## src/design/urc_pkg.sv

```systemverilog
// shared types and constants for the ultrasonic ranger controller
`default_nettype none

package urc_pkg;

  // field widths
  localparam int unsigned TrigW     = 10;
  localparam int unsigned WaitW     = 20;
  localparam int unsigned RangeW    = 16;
  localparam int unsigned WidthW    = 16;
  localparam int unsigned DigitW    = 4;
  localparam int unsigned NumDigits = 5;
  localparam int unsigned CfgIdxW   = 2;

  // register reset values
  localparam logic [TrigW-1:0]  TrigReset  = 10'd10;
  localparam logic [WaitW-1:0]  WaitReset  = 20'd65536;
  localparam logic [RangeW-1:0] RangeReset = 16'd30000;

  // echo width saturates here
  localparam logic [WidthW-1:0] WidthMax = 16'hFFFF;

  // depth of the queue between front and back
  localparam int unsigned FifoDepth = 4;

  // width*100/58 is done as (width*50)/29, the divide by 29 as a reciprocal multiply
  localparam int unsigned  ScaledW    = 22;
  localparam int unsigned  DistW      = 17;
  localparam int unsigned  RecipW     = 23;
  localparam logic [ScaledW-1:0] ScaleMul = 22'd50;
  localparam logic [RecipW-1:0]  RecipMul = 23'd4628198;
  localparam int unsigned  RecipShift = 27;

  // divide by ten, exact for any 16-bit value
  localparam int unsigned  TenW     = 16;
  localparam logic [TenW-1:0] TenMul = 16'd52429;
  localparam int unsigned  TenShift = 19;

  // configuration register indexes
  typedef enum logic [CfgIdxW-1:0] {
    CfgTrigger = 2'd0,
    CfgWait    = 2'd1,
    CfgRange   = 2'd2
  } cfg_idx_e;

  // what one tick reports
  typedef enum logic [1:0] {
    KindNone    = 2'd0,
    KindEcho    = 2'd1,
    KindTimeout = 2'd2
  } kind_e;

  // classified tick handed from front to back
  typedef struct packed {
    logic              trig;
    kind_e             kind;
    logic [WidthW-1:0] width;
  } item_t;

endpackage

`default_nettype wire

```

## src/design/urc_front.sv

```systemverilog
// front part: trigger sequencing and echo pulse measurement, one tick per beat
`default_nettype none

module urc_front (
  input  wire logic                         clk_i,
  input  wire logic                         rst_ni,
  input  wire logic                         push_i,
  input  wire logic                         echo_i,
  input  wire logic [urc_pkg::TrigW-1:0]    trigger_ticks_i,
  input  wire logic [urc_pkg::WaitW-1:0]    wait_ticks_i,
  input  wire logic                         q_full_i,
  output      logic                         q_push_o,
  output      urc_pkg::item_t               q_item_o
);

  logic                        in_trig_q, in_trig_d;
  logic [urc_pkg::WaitW-1:0]   phase_cnt_q, phase_cnt_d;
  logic                        echo_seen_q, echo_seen_d;
  logic                        echo_prev_q, echo_prev_d;
  logic [urc_pkg::WidthW-1:0]  width_q, width_d;

  logic                        accept;
  logic                        falling;
  logic [urc_pkg::WaitW-1:0]   cnt_inc;
  logic                        wait_end;

  assign accept   = push_i && !q_full_i;
  assign q_push_o = accept;

  // echo pulse measurement
  assign falling = !echo_i && echo_prev_q;

  always_comb begin
    width_d = width_q;
    if (echo_i) begin
      if (!echo_prev_q) begin
        width_d = urc_pkg::WidthW'(1);
      end else if (width_q != urc_pkg::WidthMax) begin
        width_d = width_q + urc_pkg::WidthW'(1);
      end
    end
  end

  // trigger sequencing
  assign cnt_inc  = phase_cnt_q + urc_pkg::WaitW'(1);
  assign wait_end = !in_trig_q && (cnt_inc >= wait_ticks_i);

  always_comb begin
    in_trig_d   = in_trig_q;
    phase_cnt_d = cnt_inc;
    echo_seen_d = echo_seen_q || falling;
    if (in_trig_q) begin
      if (cnt_inc >= {{(urc_pkg::WaitW-urc_pkg::TrigW){1'b0}}, trigger_ticks_i}) begin
        in_trig_d   = 1'b0;
        phase_cnt_d = '0;
      end
    end else if (wait_end) begin
      in_trig_d   = 1'b1;
      phase_cnt_d = '0;
      echo_seen_d = 1'b0;
    end
  end

  assign echo_prev_d = echo_i;

  // classify the tick
  always_comb begin
    q_item_o.trig  = in_trig_q;
    q_item_o.width = width_q;
    priority if (falling) begin
      q_item_o.kind = urc_pkg::KindEcho;
    end else if (wait_end && !echo_seen_q) begin
      q_item_o.kind = urc_pkg::KindTimeout;
    end else begin
      q_item_o.kind = urc_pkg::KindNone;
    end
  end

  always_ff @(posedge clk_i or negedge rst_ni) begin
    if (!rst_ni) begin
      in_trig_q   <= 1'b1;
      phase_cnt_q <= '0;
      echo_seen_q <= 1'b0;
      echo_prev_q <= 1'b0;
      width_q     <= '0;
    end else if (accept) begin
      in_trig_q   <= in_trig_d;
      phase_cnt_q <= phase_cnt_d;
      echo_seen_q <= echo_seen_d;
      echo_prev_q <= echo_prev_d;
      width_q     <= width_d;
    end
  end

endmodule

`default_nettype wire

```

## src/design/urc_fifo.sv

```systemverilog
// short flip-flop queue between the front and back parts
`default_nettype none

module urc_fifo #(
  parameter int unsigned Depth = urc_pkg::FifoDepth
) (
  input  wire logic           clk_i,
  input  wire logic           rst_ni,
  input  wire logic           push_i,
  input  wire urc_pkg::item_t item_i,
  output      logic           full_o,
  input  wire logic           pop_i,
  output      logic           empty_o,
  output      urc_pkg::item_t item_o
);

  localparam int unsigned AddrW = (Depth > 1) ? $clog2(Depth) : 1;
  localparam int unsigned CntW  = $clog2(Depth + 1);
  localparam logic [AddrW-1:0] LastAddr = AddrW'(Depth - 1);
  localparam logic [CntW-1:0]  FullCnt  = CntW'(Depth);

  urc_pkg::item_t     mem_q [Depth];
  logic [AddrW-1:0]   wr_ptr_q, rd_ptr_q;
  logic [CntW-1:0]    cnt_q;
  logic               do_push, do_pop;

  assign full_o  = (cnt_q == FullCnt);
  assign empty_o = (cnt_q == '0);
  assign do_push = push_i && !full_o;
  assign do_pop  = pop_i && !empty_o;
  assign item_o  = mem_q[rd_ptr_q];

  // storage
  always_ff @(posedge clk_i) begin
    if (do_push) begin
      mem_q[wr_ptr_q] <= item_i;
    end
  end

  // pointers and fill count
  always_ff @(posedge clk_i or negedge rst_ni) begin
    if (!rst_ni) begin
      wr_ptr_q <= '0;
      rd_ptr_q <= '0;
      cnt_q    <= '0;
    end else begin
      if (do_push) begin
        wr_ptr_q <= (wr_ptr_q == LastAddr) ? '0 : wr_ptr_q + AddrW'(1);
      end
      if (do_pop) begin
        rd_ptr_q <= (rd_ptr_q == LastAddr) ? '0 : rd_ptr_q + AddrW'(1);
      end
      if (do_push && !do_pop) begin
        cnt_q <= cnt_q + CntW'(1);
      end else if (do_pop && !do_push) begin
        cnt_q <= cnt_q - CntW'(1);
      end
    end
  end

endmodule

`default_nettype wire

```

## src/design/urc_back.sv

```systemverilog
// back part: distance scaling, range check and decimal digits, pipelined
`default_nettype none

module urc_back (
  input  wire logic                         clk_i,
  input  wire logic                         rst_ni,
  input  wire logic                         q_empty_i,
  input  wire urc_pkg::item_t               q_item_i,
  output      logic                         q_pop_o,
  input  wire logic [urc_pkg::RangeW-1:0]   max_range_i,
  input  wire logic                         pop_i,
  output      logic                         empty_o,
  output      logic                         trig_o,
  output      logic                         res_valid_o,
  output      logic [urc_pkg::RangeW-1:0]   dist_o,
  output      logic                         oor_o,
  output      logic                         tmo_o,
  output      logic [urc_pkg::DigitW-1:0]   digits_o [urc_pkg::NumDigits]
);

  localparam int unsigned NumDivStages = urc_pkg::NumDigits - 1;
  localparam int unsigned NumStages    = 3 + NumDivStages;
  localparam int unsigned ProdW        = urc_pkg::ScaledW + urc_pkg::RecipW;
  localparam int unsigned TenProdW     = urc_pkg::RangeW + urc_pkg::TenW;

  logic [NumStages-1:0] vld_q;
  logic                 adv;

  // stage 1: width * 50
  logic                         s1_trig_q;
  urc_pkg::kind_e               s1_kind_q;
  logic [urc_pkg::ScaledW-1:0]  s1_x_q;
  // stage 2: divide by 29
  logic                         s2_trig_q;
  urc_pkg::kind_e               s2_kind_q;
  logic [urc_pkg::DistW-1:0]    s2_d_q;
  logic [ProdW-1:0]             s2_prod;
  // stage 3: range check and result select
  logic                         s3_trig_q, s3_trig_d;
  logic                         s3_vres_q, s3_vres_d;
  logic [urc_pkg::RangeW-1:0]   s3_dist_q, s3_dist_d;
  logic                         s3_oor_q, s3_oor_d;
  logic                         s3_tmo_q, s3_tmo_d;
  // digit stages
  logic                         dg_trig_q [NumDivStages];
  logic                         dg_vres_q [NumDivStages];
  logic [urc_pkg::RangeW-1:0]   dg_dist_q [NumDivStages];
  logic                         dg_oor_q  [NumDivStages];
  logic                         dg_tmo_q  [NumDivStages];
  logic [urc_pkg::RangeW-1:0]   dg_rem_q  [NumDivStages];
  logic [urc_pkg::DigitW-1:0]   dg_dig_q  [NumDivStages][urc_pkg::NumDigits];
  logic [urc_pkg::RangeW-1:0]   dg_rem_in [NumDivStages];
  logic [urc_pkg::RangeW-1:0]   dg_quo    [NumDivStages];
  logic [urc_pkg::DigitW-1:0]   dg_dig    [NumDivStages];

  // whole pipeline moves unless the last result is stuck
  assign adv     = !vld_q[NumStages-1] || pop_i;
  assign q_pop_o = adv && !q_empty_i;

  // valid bits
  always_ff @(posedge clk_i or negedge rst_ni) begin
    if (!rst_ni) begin
      vld_q <= '0;
    end else if (adv) begin
      vld_q <= {vld_q[NumStages-2:0], !q_empty_i};
    end
  end

  // stage 1
  always_ff @(posedge clk_i) begin
    if (adv) begin
      s1_trig_q <= q_item_i.trig;
      s1_kind_q <= q_item_i.kind;
      s1_x_q    <= {{(urc_pkg::ScaledW-urc_pkg::WidthW){1'b0}}, q_item_i.width}
                   * urc_pkg::ScaleMul;
    end
  end

  // stage 2
  assign s2_prod = {{urc_pkg::RecipW{1'b0}}, s1_x_q}
                 * {{urc_pkg::ScaledW{1'b0}}, urc_pkg::RecipMul};

  always_ff @(posedge clk_i) begin
    if (adv) begin
      s2_trig_q <= s1_trig_q;
      s2_kind_q <= s1_kind_q;
      s2_d_q    <= s2_prod[urc_pkg::RecipShift +: urc_pkg::DistW];
    end
  end

  // stage 3
  always_comb begin
    s3_trig_d = s2_trig_q;
    s3_vres_d = 1'b0;
    s3_dist_d = '0;
    s3_oor_d  = 1'b0;
    s3_tmo_d  = 1'b0;
    unique case (s2_kind_q)
      urc_pkg::KindEcho: begin
        s3_vres_d = 1'b1;
        if (s2_d_q > {1'b0, max_range_i}) begin
          s3_dist_d = max_range_i;
          s3_oor_d  = 1'b1;
        end else begin
          s3_dist_d = s2_d_q[urc_pkg::RangeW-1:0];
        end
      end
      urc_pkg::KindTimeout: begin
        s3_vres_d = 1'b1;
        s3_dist_d = max_range_i;
        s3_oor_d  = 1'b1;
        s3_tmo_d  = 1'b1;
      end
      default: begin
        s3_vres_d = 1'b0;
      end
    endcase
  end

  always_ff @(posedge clk_i) begin
    if (adv) begin
      s3_trig_q <= s3_trig_d;
      s3_vres_q <= s3_vres_d;
      s3_dist_q <= s3_dist_d;
      s3_oor_q  <= s3_oor_d;
      s3_tmo_q  <= s3_tmo_d;
    end
  end

  // digit stages: each peels off the lowest decimal digit
  always_comb begin
    logic [TenProdW-1:0] prod;
    logic [urc_pkg::RangeW+3:0] ten_q;
    for (int k = 0; k < NumDivStages; k++) begin
      dg_rem_in[k] = (k == 0) ? s3_dist_q : dg_rem_q[(k == 0) ? 0 : k-1];
      prod = {{urc_pkg::TenW{1'b0}}, dg_rem_in[k]}
           * {{urc_pkg::RangeW{1'b0}}, urc_pkg::TenMul};
      dg_quo[k] = urc_pkg::RangeW'(prod[TenProdW-1:urc_pkg::TenShift]);
      ten_q = {1'b0, dg_quo[k], 3'b000} + {3'b000, dg_quo[k], 1'b0};
      dg_dig[k] = urc_pkg::DigitW'(dg_rem_in[k] - ten_q[urc_pkg::RangeW-1:0]);
    end
  end

  always_ff @(posedge clk_i) begin
    if (adv) begin
      for (int k = 0; k < NumDivStages; k++) begin
        if (k == 0) begin
          dg_trig_q[k] <= s3_trig_q;
          dg_vres_q[k] <= s3_vres_q;
          dg_dist_q[k] <= s3_dist_q;
          dg_oor_q[k]  <= s3_oor_q;
          dg_tmo_q[k]  <= s3_tmo_q;
          for (int j = 0; j < urc_pkg::NumDigits; j++) begin
            dg_dig_q[k][j] <= (j == int'(urc_pkg::NumDigits) - 1 - k) ? dg_dig[k] : '0;
          end
        end else begin
          dg_trig_q[k] <= dg_trig_q[k-1];
          dg_vres_q[k] <= dg_vres_q[k-1];
          dg_dist_q[k] <= dg_dist_q[k-1];
          dg_oor_q[k]  <= dg_oor_q[k-1];
          dg_tmo_q[k]  <= dg_tmo_q[k-1];
          for (int j = 0; j < urc_pkg::NumDigits; j++) begin
            dg_dig_q[k][j] <= (j == int'(urc_pkg::NumDigits) - 1 - k) ? dg_dig[k]
                                                                     : dg_dig_q[k-1][j];
          end
        end
        dg_rem_q[k] <= dg_quo[k];
      end
    end
  end

  // output register is the last digit stage
  assign empty_o     = !vld_q[NumStages-1];
  assign trig_o      = dg_trig_q[NumDivStages-1];
  assign res_valid_o = dg_vres_q[NumDivStages-1];
  assign dist_o      = dg_dist_q[NumDivStages-1];
  assign oor_o       = dg_oor_q[NumDivStages-1];
  assign tmo_o       = dg_tmo_q[NumDivStages-1];

  // the remaining quotient is the top digit
  always_comb begin
    for (int j = 1; j < urc_pkg::NumDigits; j++) begin
      digits_o[j] = dg_dig_q[NumDivStages-1][j];
    end
    digits_o[0] = urc_pkg::DigitW'(dg_rem_q[NumDivStages-1]);
  end

endmodule

`default_nettype wire

```

## src/design/ultrasonic_ranger_controller_core.sv

```systemverilog
// top level of the ultrasonic ranger controller: registers, front, queue, back
//
// channel   beat handshake           payload
// input     push & !full             echo_level_i
// result    pop & !empty             trigger_level_o .. digit_hundredths_cm_o
// config    cfg_valid_i & cfg_ready_o cfg_index_i, cfg_data_i
//
// one tick per cycle if push & !full; front counters update in the cycle of the beat
// a result reaches the result ports through the queue and seven back stages
// the back pipeline holds as a whole only while its last result is not popped
// a four-entry queue lets the front keep taking ticks while the back is stalled
// reset starts in the trigger phase with all counters clear; config is always ready
`default_nettype none

module ultrasonic_ranger_controller_core #(
  parameter int unsigned FifoDepth = urc_pkg::FifoDepth
) (
  input  wire logic                               clk_i,
  input  wire logic                               rst_ni,
  // tick input
  input  wire logic                               push,
  output      logic                               full,
  input  wire logic                               echo_level_i,
  // result output
  output      logic                               empty,
  input  wire logic                               pop,
  output      logic                               trigger_level_o,
  output      logic                               result_valid_o,
  output      logic [urc_pkg::RangeW-1:0]         distance_centi_cm_o,
  output      logic                               out_of_range_o,
  output      logic                               timed_out_o,
  output      logic [urc_pkg::DigitW-1:0]         digit_hundreds_cm_o,
  output      logic [urc_pkg::DigitW-1:0]         digit_tens_cm_o,
  output      logic [urc_pkg::DigitW-1:0]         digit_units_cm_o,
  output      logic [urc_pkg::DigitW-1:0]         digit_tenths_cm_o,
  output      logic [urc_pkg::DigitW-1:0]         digit_hundredths_cm_o,
  // configuration writes
  input  wire logic                               cfg_valid_i,
  output      logic                               cfg_ready_o,
  input  wire logic [urc_pkg::CfgIdxW-1:0]        cfg_index_i,
  input  wire logic [urc_pkg::WaitW-1:0]          cfg_data_i
);

  logic [urc_pkg::TrigW-1:0]  trig_ticks_q;
  logic [urc_pkg::WaitW-1:0]  wait_ticks_q;
  logic [urc_pkg::RangeW-1:0] max_range_q;

  logic             fq_push, fq_full, fq_pop, fq_empty;
  urc_pkg::item_t   fq_in, fq_out;
  logic [urc_pkg::DigitW-1:0] digits [urc_pkg::NumDigits];

  assign cfg_ready_o = 1'b1;

  // configuration registers
  always_ff @(posedge clk_i or negedge rst_ni) begin
    if (!rst_ni) begin
      trig_ticks_q <= urc_pkg::TrigReset;
      wait_ticks_q <= urc_pkg::WaitReset;
      max_range_q  <= urc_pkg::RangeReset;
    end else if (cfg_valid_i && cfg_ready_o) begin
      unique case (urc_pkg::cfg_idx_e'(cfg_index_i))
        urc_pkg::CfgTrigger: trig_ticks_q <= cfg_data_i[urc_pkg::TrigW-1:0];
        urc_pkg::CfgWait:    wait_ticks_q <= cfg_data_i;
        urc_pkg::CfgRange:   max_range_q  <= cfg_data_i[urc_pkg::RangeW-1:0];
        default: begin
        end
      endcase
    end
  end

  // front: sequencing and measurement
  urc_front u_front (
    .clk_i           (clk_i),
    .rst_ni          (rst_ni),
    .push_i          (push),
    .echo_i          (echo_level_i),
    .trigger_ticks_i (trig_ticks_q),
    .wait_ticks_i    (wait_ticks_q),
    .q_full_i        (fq_full),
    .q_push_o        (fq_push),
    .q_item_o        (fq_in)
  );

  assign full = fq_full;

  // queue between front and back
  urc_fifo #(
    .Depth (FifoDepth)
  ) u_fifo (
    .clk_i   (clk_i),
    .rst_ni  (rst_ni),
    .push_i  (fq_push),
    .item_i  (fq_in),
    .full_o  (fq_full),
    .pop_i   (fq_pop),
    .empty_o (fq_empty),
    .item_o  (fq_out)
  );

  // back: distance and digits
  urc_back u_back (
    .clk_i       (clk_i),
    .rst_ni      (rst_ni),
    .q_empty_i   (fq_empty),
    .q_item_i    (fq_out),
    .q_pop_o     (fq_pop),
    .max_range_i (max_range_q),
    .pop_i       (pop),
    .empty_o     (empty),
    .trig_o      (trigger_level_o),
    .res_valid_o (result_valid_o),
    .dist_o      (distance_centi_cm_o),
    .oor_o       (out_of_range_o),
    .tmo_o       (timed_out_o),
    .digits_o    (digits)
  );

  assign digit_hundreds_cm_o   = digits[0];
  assign digit_tens_cm_o       = digits[1];
  assign digit_units_cm_o      = digits[2];
  assign digit_tenths_cm_o     = digits[3];
  assign digit_hundredths_cm_o = digits[4];

endmodule

`default_nettype wire
```

## config.mk

```make
export PLATFORM = sky130hd
export DESIGN_NAME = ultrasonic_ranger_controller_core
export DESIGN_NICKNAME = d
export VERILOG_FILES = /design/src/design/urc_pkg.sv /design/src/design/urc_front.sv /design/src/design/urc_fifo.sv /design/src/design/urc_back.sv /design/src/design/ultrasonic_ranger_controller_core.sv
export SDC_FILE = /design/constraint.sdc
export NUM_CORES = 2
export LEC_CHECK = 0
export ABC_AREA = 1
export BUFFER_PORTS_ARGS = -buffer_cell sky130_fd_sc_hd__buf_2
export CORE_MARGIN = 3
export CORE_UTILIZATION = 40
export CTS_CLUSTER_DIAMETER = 50
export CTS_CLUSTER_SIZE = 30
export DETAILED_ROUTE_END_ITERATION = 10
export GPL_TIMING_DRIVEN = 0
export PLACE_DENSITY = 0.62
export SETUP_SLACK_MARGIN = 0.1
export SYNTH_ARGS = -nofsm -noshare
export SYNTH_HDL_FRONTEND = slang
export SYNTH_SLANG_ARGS = --single-unit
```

## constraint.sdc

```tcl
create_clock -name clk_i -period 8.1 [get_ports clk_i]
set_clock_uncertainty 0.2 [all_clocks]
set_input_delay 0.81 -clock clk_i [delete_from_list [all_inputs] [get_ports clk_i]]
set_output_delay 0.81 -clock clk_i [all_outputs]
set_load 0.01 [all_outputs]
```

==> summary.md <==
| Metric | Value |
|---|---|
| Critical Path AT | 6950 ps |
| Core region area | 0.106 sq mm |
| Die Footprint | 0.112 sq mm |
| Top-count cell post-synth | inv_1 |
| Gr usage total | 0.177 |
| Clock tree buffer depth | 3 |
| Final RePlAce weighted congestion | 0.889 |
| Top cell type's share of synthesized area | 0.227 |
| Unrepaired setup endpoints after global routing | no |
| Total CTS buffers | 54 |
| Fmax | 0.148 GHz |
| Per-cell routed wire length | 15.9 um |
| Starting Density | 0.406 |
| Sink Count | 402 |
| Initial antenna violation count | 2 |
| Final Setup Violations | 0 |
| # nets final | 5,869 |
| Largest net degree at the start of global routing | 93 |
| Max incr delay on CP | 620 ps |
| Yosys warnings | 0 |
| Critical-path maximum fanout | 8 |
| Vias in the first global route | 30,776 |
| Global-route wire length before repair | 160,000 um |
| Synth top area cells | ha_1, edfxtp_1, fa_1, inv_1, nand2_1 |
| DRT antenna net count | 0 |
| H-tree depth | 2 |
| Clock-pin transition on the worst setup and hold timing paths | 70 ps |
| Critical Path RT | 8310 ps |
| Cell taking the most area after synthesis | ha_1 |
| Top FF cell, synth | edfxtp_1 |
| # IOs | 71 |
| Post-CTS resize count | 0 |
| Drt pass-1 iters | 6 |
| Finished Cell Area | 0.0474 sq mm |
| Total congestion overflow | 0 |
| Core Rows | 119 |
| Crit path launch type | flop |
| Syn Inst Count | 4,484 |
| DP Wirelength | 80,400 um |
| Min-Delay Path Class | input pin to flop |
| Filler Cells Inserted | 10,155 |
| Number of synthesized flops with an enable pin | 303 |
| Hold_ws | 189 ps |
| Worst Max-Slew Pin Slew | 927 ps |
| Yosys cell types | 60 |
| Worst setup EP type | flop |
| CP Class | flop to flop |
| Synth top cells by count | inv_1, ha_1, nand2_1 |
| Fin crit period | 6740 ps |
| Max Slew Vio Count | 0 |
| Total wire length | 96,400 um |
| Vias | 29,881 |
| Worst skew pair latency | 670 ps |
| Status | complete, no violations |
| Async SR Flop Fraction | 0.246 |
| Layout cells sized above 1 | 0.0545 |
| Residual DRC | 0 |
| CTS tree | built |
| Fin util | 0.447 |
| Crit path top cell by count | inv_1 |
| Fin. Hold Viols | 0 |
| Sequential area share after synthesis | 0.269 |
| Root buffer cell | clkbuf_16 |
| Synth Cell Area | 0.0431 sq mm |
| Syn_area_per_cell | 9.60 sq um |
| Max Cap Viol | 0 |
| Die width | 334 um |
| Vias per Instance | 4.93 |
| Syn_nets | 5,736 |
| Period utilization | 0.832 |
| I/O Buffers | 69 |
| Placement Cell Area | 0.0453 sq mm |
| DRT iter0 DRCs | 1,580 |
| Layout area overhead | 10.1% |
| Synth Register Bits | 402 |
| Worst rel slew slack | 0.382 |
| CP max-delay cell | edfxtp_1 |
| DIE HEIGHT | 334 um |
==> cell type report <==
class / count / area [sq um] / share of cell area
multi-input combinational: 2950 / 27100 / 0.573
sequential: 402 / 11600 / 0.245
clock buffer: 54 / 1350 / 0.0285
clock inverter: 48 / 724 / 0.0153
buffer: 54 / 287 / 0.00605
tap: 1391 / 1740 / 0.0367
timing repair buffer: 77 / 500 / 0.0106
inverter: 1078 / 4050 / 0.0855
antenna: 1 / 2.50 / 0.0000528
==> flip-flops by register name, indices dropped and copies added, names as in the netlist, 3 cells and up <==
name,flops
u_back.s1_x_q,21
trig_ticks_q,10
max_range_q,16
u_fifo.mem_q,76
u_fifo.cnt_q,3
u_back.dg_tmo_q,4
wait_ticks_q,20
u_back.dg_dig_q,40
u_back.dg_oor_q,4
u_front.phase_cnt_q,20
u_back.dg_trig_q,4
u_back.s3_dist_q,16
u_back.dg_vres_q,4
u_back.dg_dist_q,64
u_back.s2_d_q,17
u_back.dg_rem_q,43
u_back.vld_q,7
u_front.width_q,16
==> through the flow <==
step / cells / TNS (ps) / worst slack, ps
5_1_grt: 6054 / 0 / 912
4_1_cts: 6054 / 0 / 1410
3_3_place_gp: 5944 / -102450 / -2570
2_1_floorplan: 4484 / 0 / 611
6_report: 6055 / 0 / 1360
3_5_place_dp: 5951 / 0 / 1430
==> critical path: cells and delay by family (launching register included) <==
kind / cells / cell delay, ps
DFF: 1 / 620
adders and majority gates: 8 / 3920
AOI/OAI and AO/OA: 1 / 240
buffers and inverters: 8 / 460
and+or+nand+nor: 9 / 1060
==> layer usage <==
metal / GRT usage / wire length [um] / share of wire / up-vias
li1: - / - / - / 14690
met5: 0 / 13 / 0.00013 / -
met2: 0.296 / 45200 / 0.47 / 561
met4: 0.0358 / 1790 / 0.019 / 2
met3: 0.0293 / 4490 / 0.047 / 112
met1: 0.244 / 45000 / 0.47 / 14516
==> layout by cell type, fill, tap and decap left out, drive strengths merged, types with 2 or more instances in the layout <==
cell	instances
ha	782
nand3b	7
nand2	655
bufinv	4
and2	5
xor2	65
a31oi	23
clkinv	8
nand4	36
or2	12
clkbuf	85
xnor2	39
a21boi	4
fa	442
o21a	6
nor2	221
o211ai	7
a211oi	5
or3	2
edfxtp	303
clkinvlp	4
nand3	125
a21oi	188
nor3	35
o21bai	15
dfstp	11
a221oi	6
a31o	2
o31ai	8
dfrtp	88
buf	99
a32oi	10
o21ai	182
inv	1110
a21o	33
nor4	14
and3	2
o22ai	11
==> what timing repair did <==
item / CTS / global route
endpoints found under the hold margin: 42 / 0
hold buffers: 1 / 0
buffers inserted: 0 / 0
==> logic make-up after synthesis <==
logic type | count (synthesis) | share of synthesized area
AOI/OAI and AO/OA | 503 | 0.0661
muxes | 1 | 0.000262
and+or+nand+nor | 1117 | 0.110
adders and majority gates | 1224 | 0.433
xor gates and xnor gates | 104 | 0.0213
DFF | 402 | 0.269
other | 1 | 0.0000871
buffers and inverters | 1132 | 0.101
==> path summary, 6_finish.rpt <==
kind                                                        start                             endpoint  slack (ps)  cells past startpoint
max in group asynchronous                                  rst_ni        u_front.in_trig_q$_DFFE_PN1P_        6430                      3
worst max register to register         u_back.s1_x_q[4]$_DFFE_PN_           u_back.s2_d_q[6]$_DFFE_PN_        1360                     26
worst min register to register  u_back.dg_dist_q[0][13]$_DFFE_PN_    u_back.dg_dist_q[1][13]$_DFFE_PN_         210                      0
worst min-delay path                               cfg_data_i[16]         wait_ticks_q[16]$_DFFE_PN1P_         190                      3
min in group asynchronous                                  rst_ni  u_front.phase_cnt_q[16]$_DFFE_PN0P_         530                      2
worst max-delay path                   u_back.s1_x_q[4]$_DFFE_PN_           u_back.s2_d_q[6]$_DFFE_PN_        1360                     26
Power is left out: the tool's default activity adds up to more than one toggle a clock period on the data nets, which glitch-free logic cannot reach.
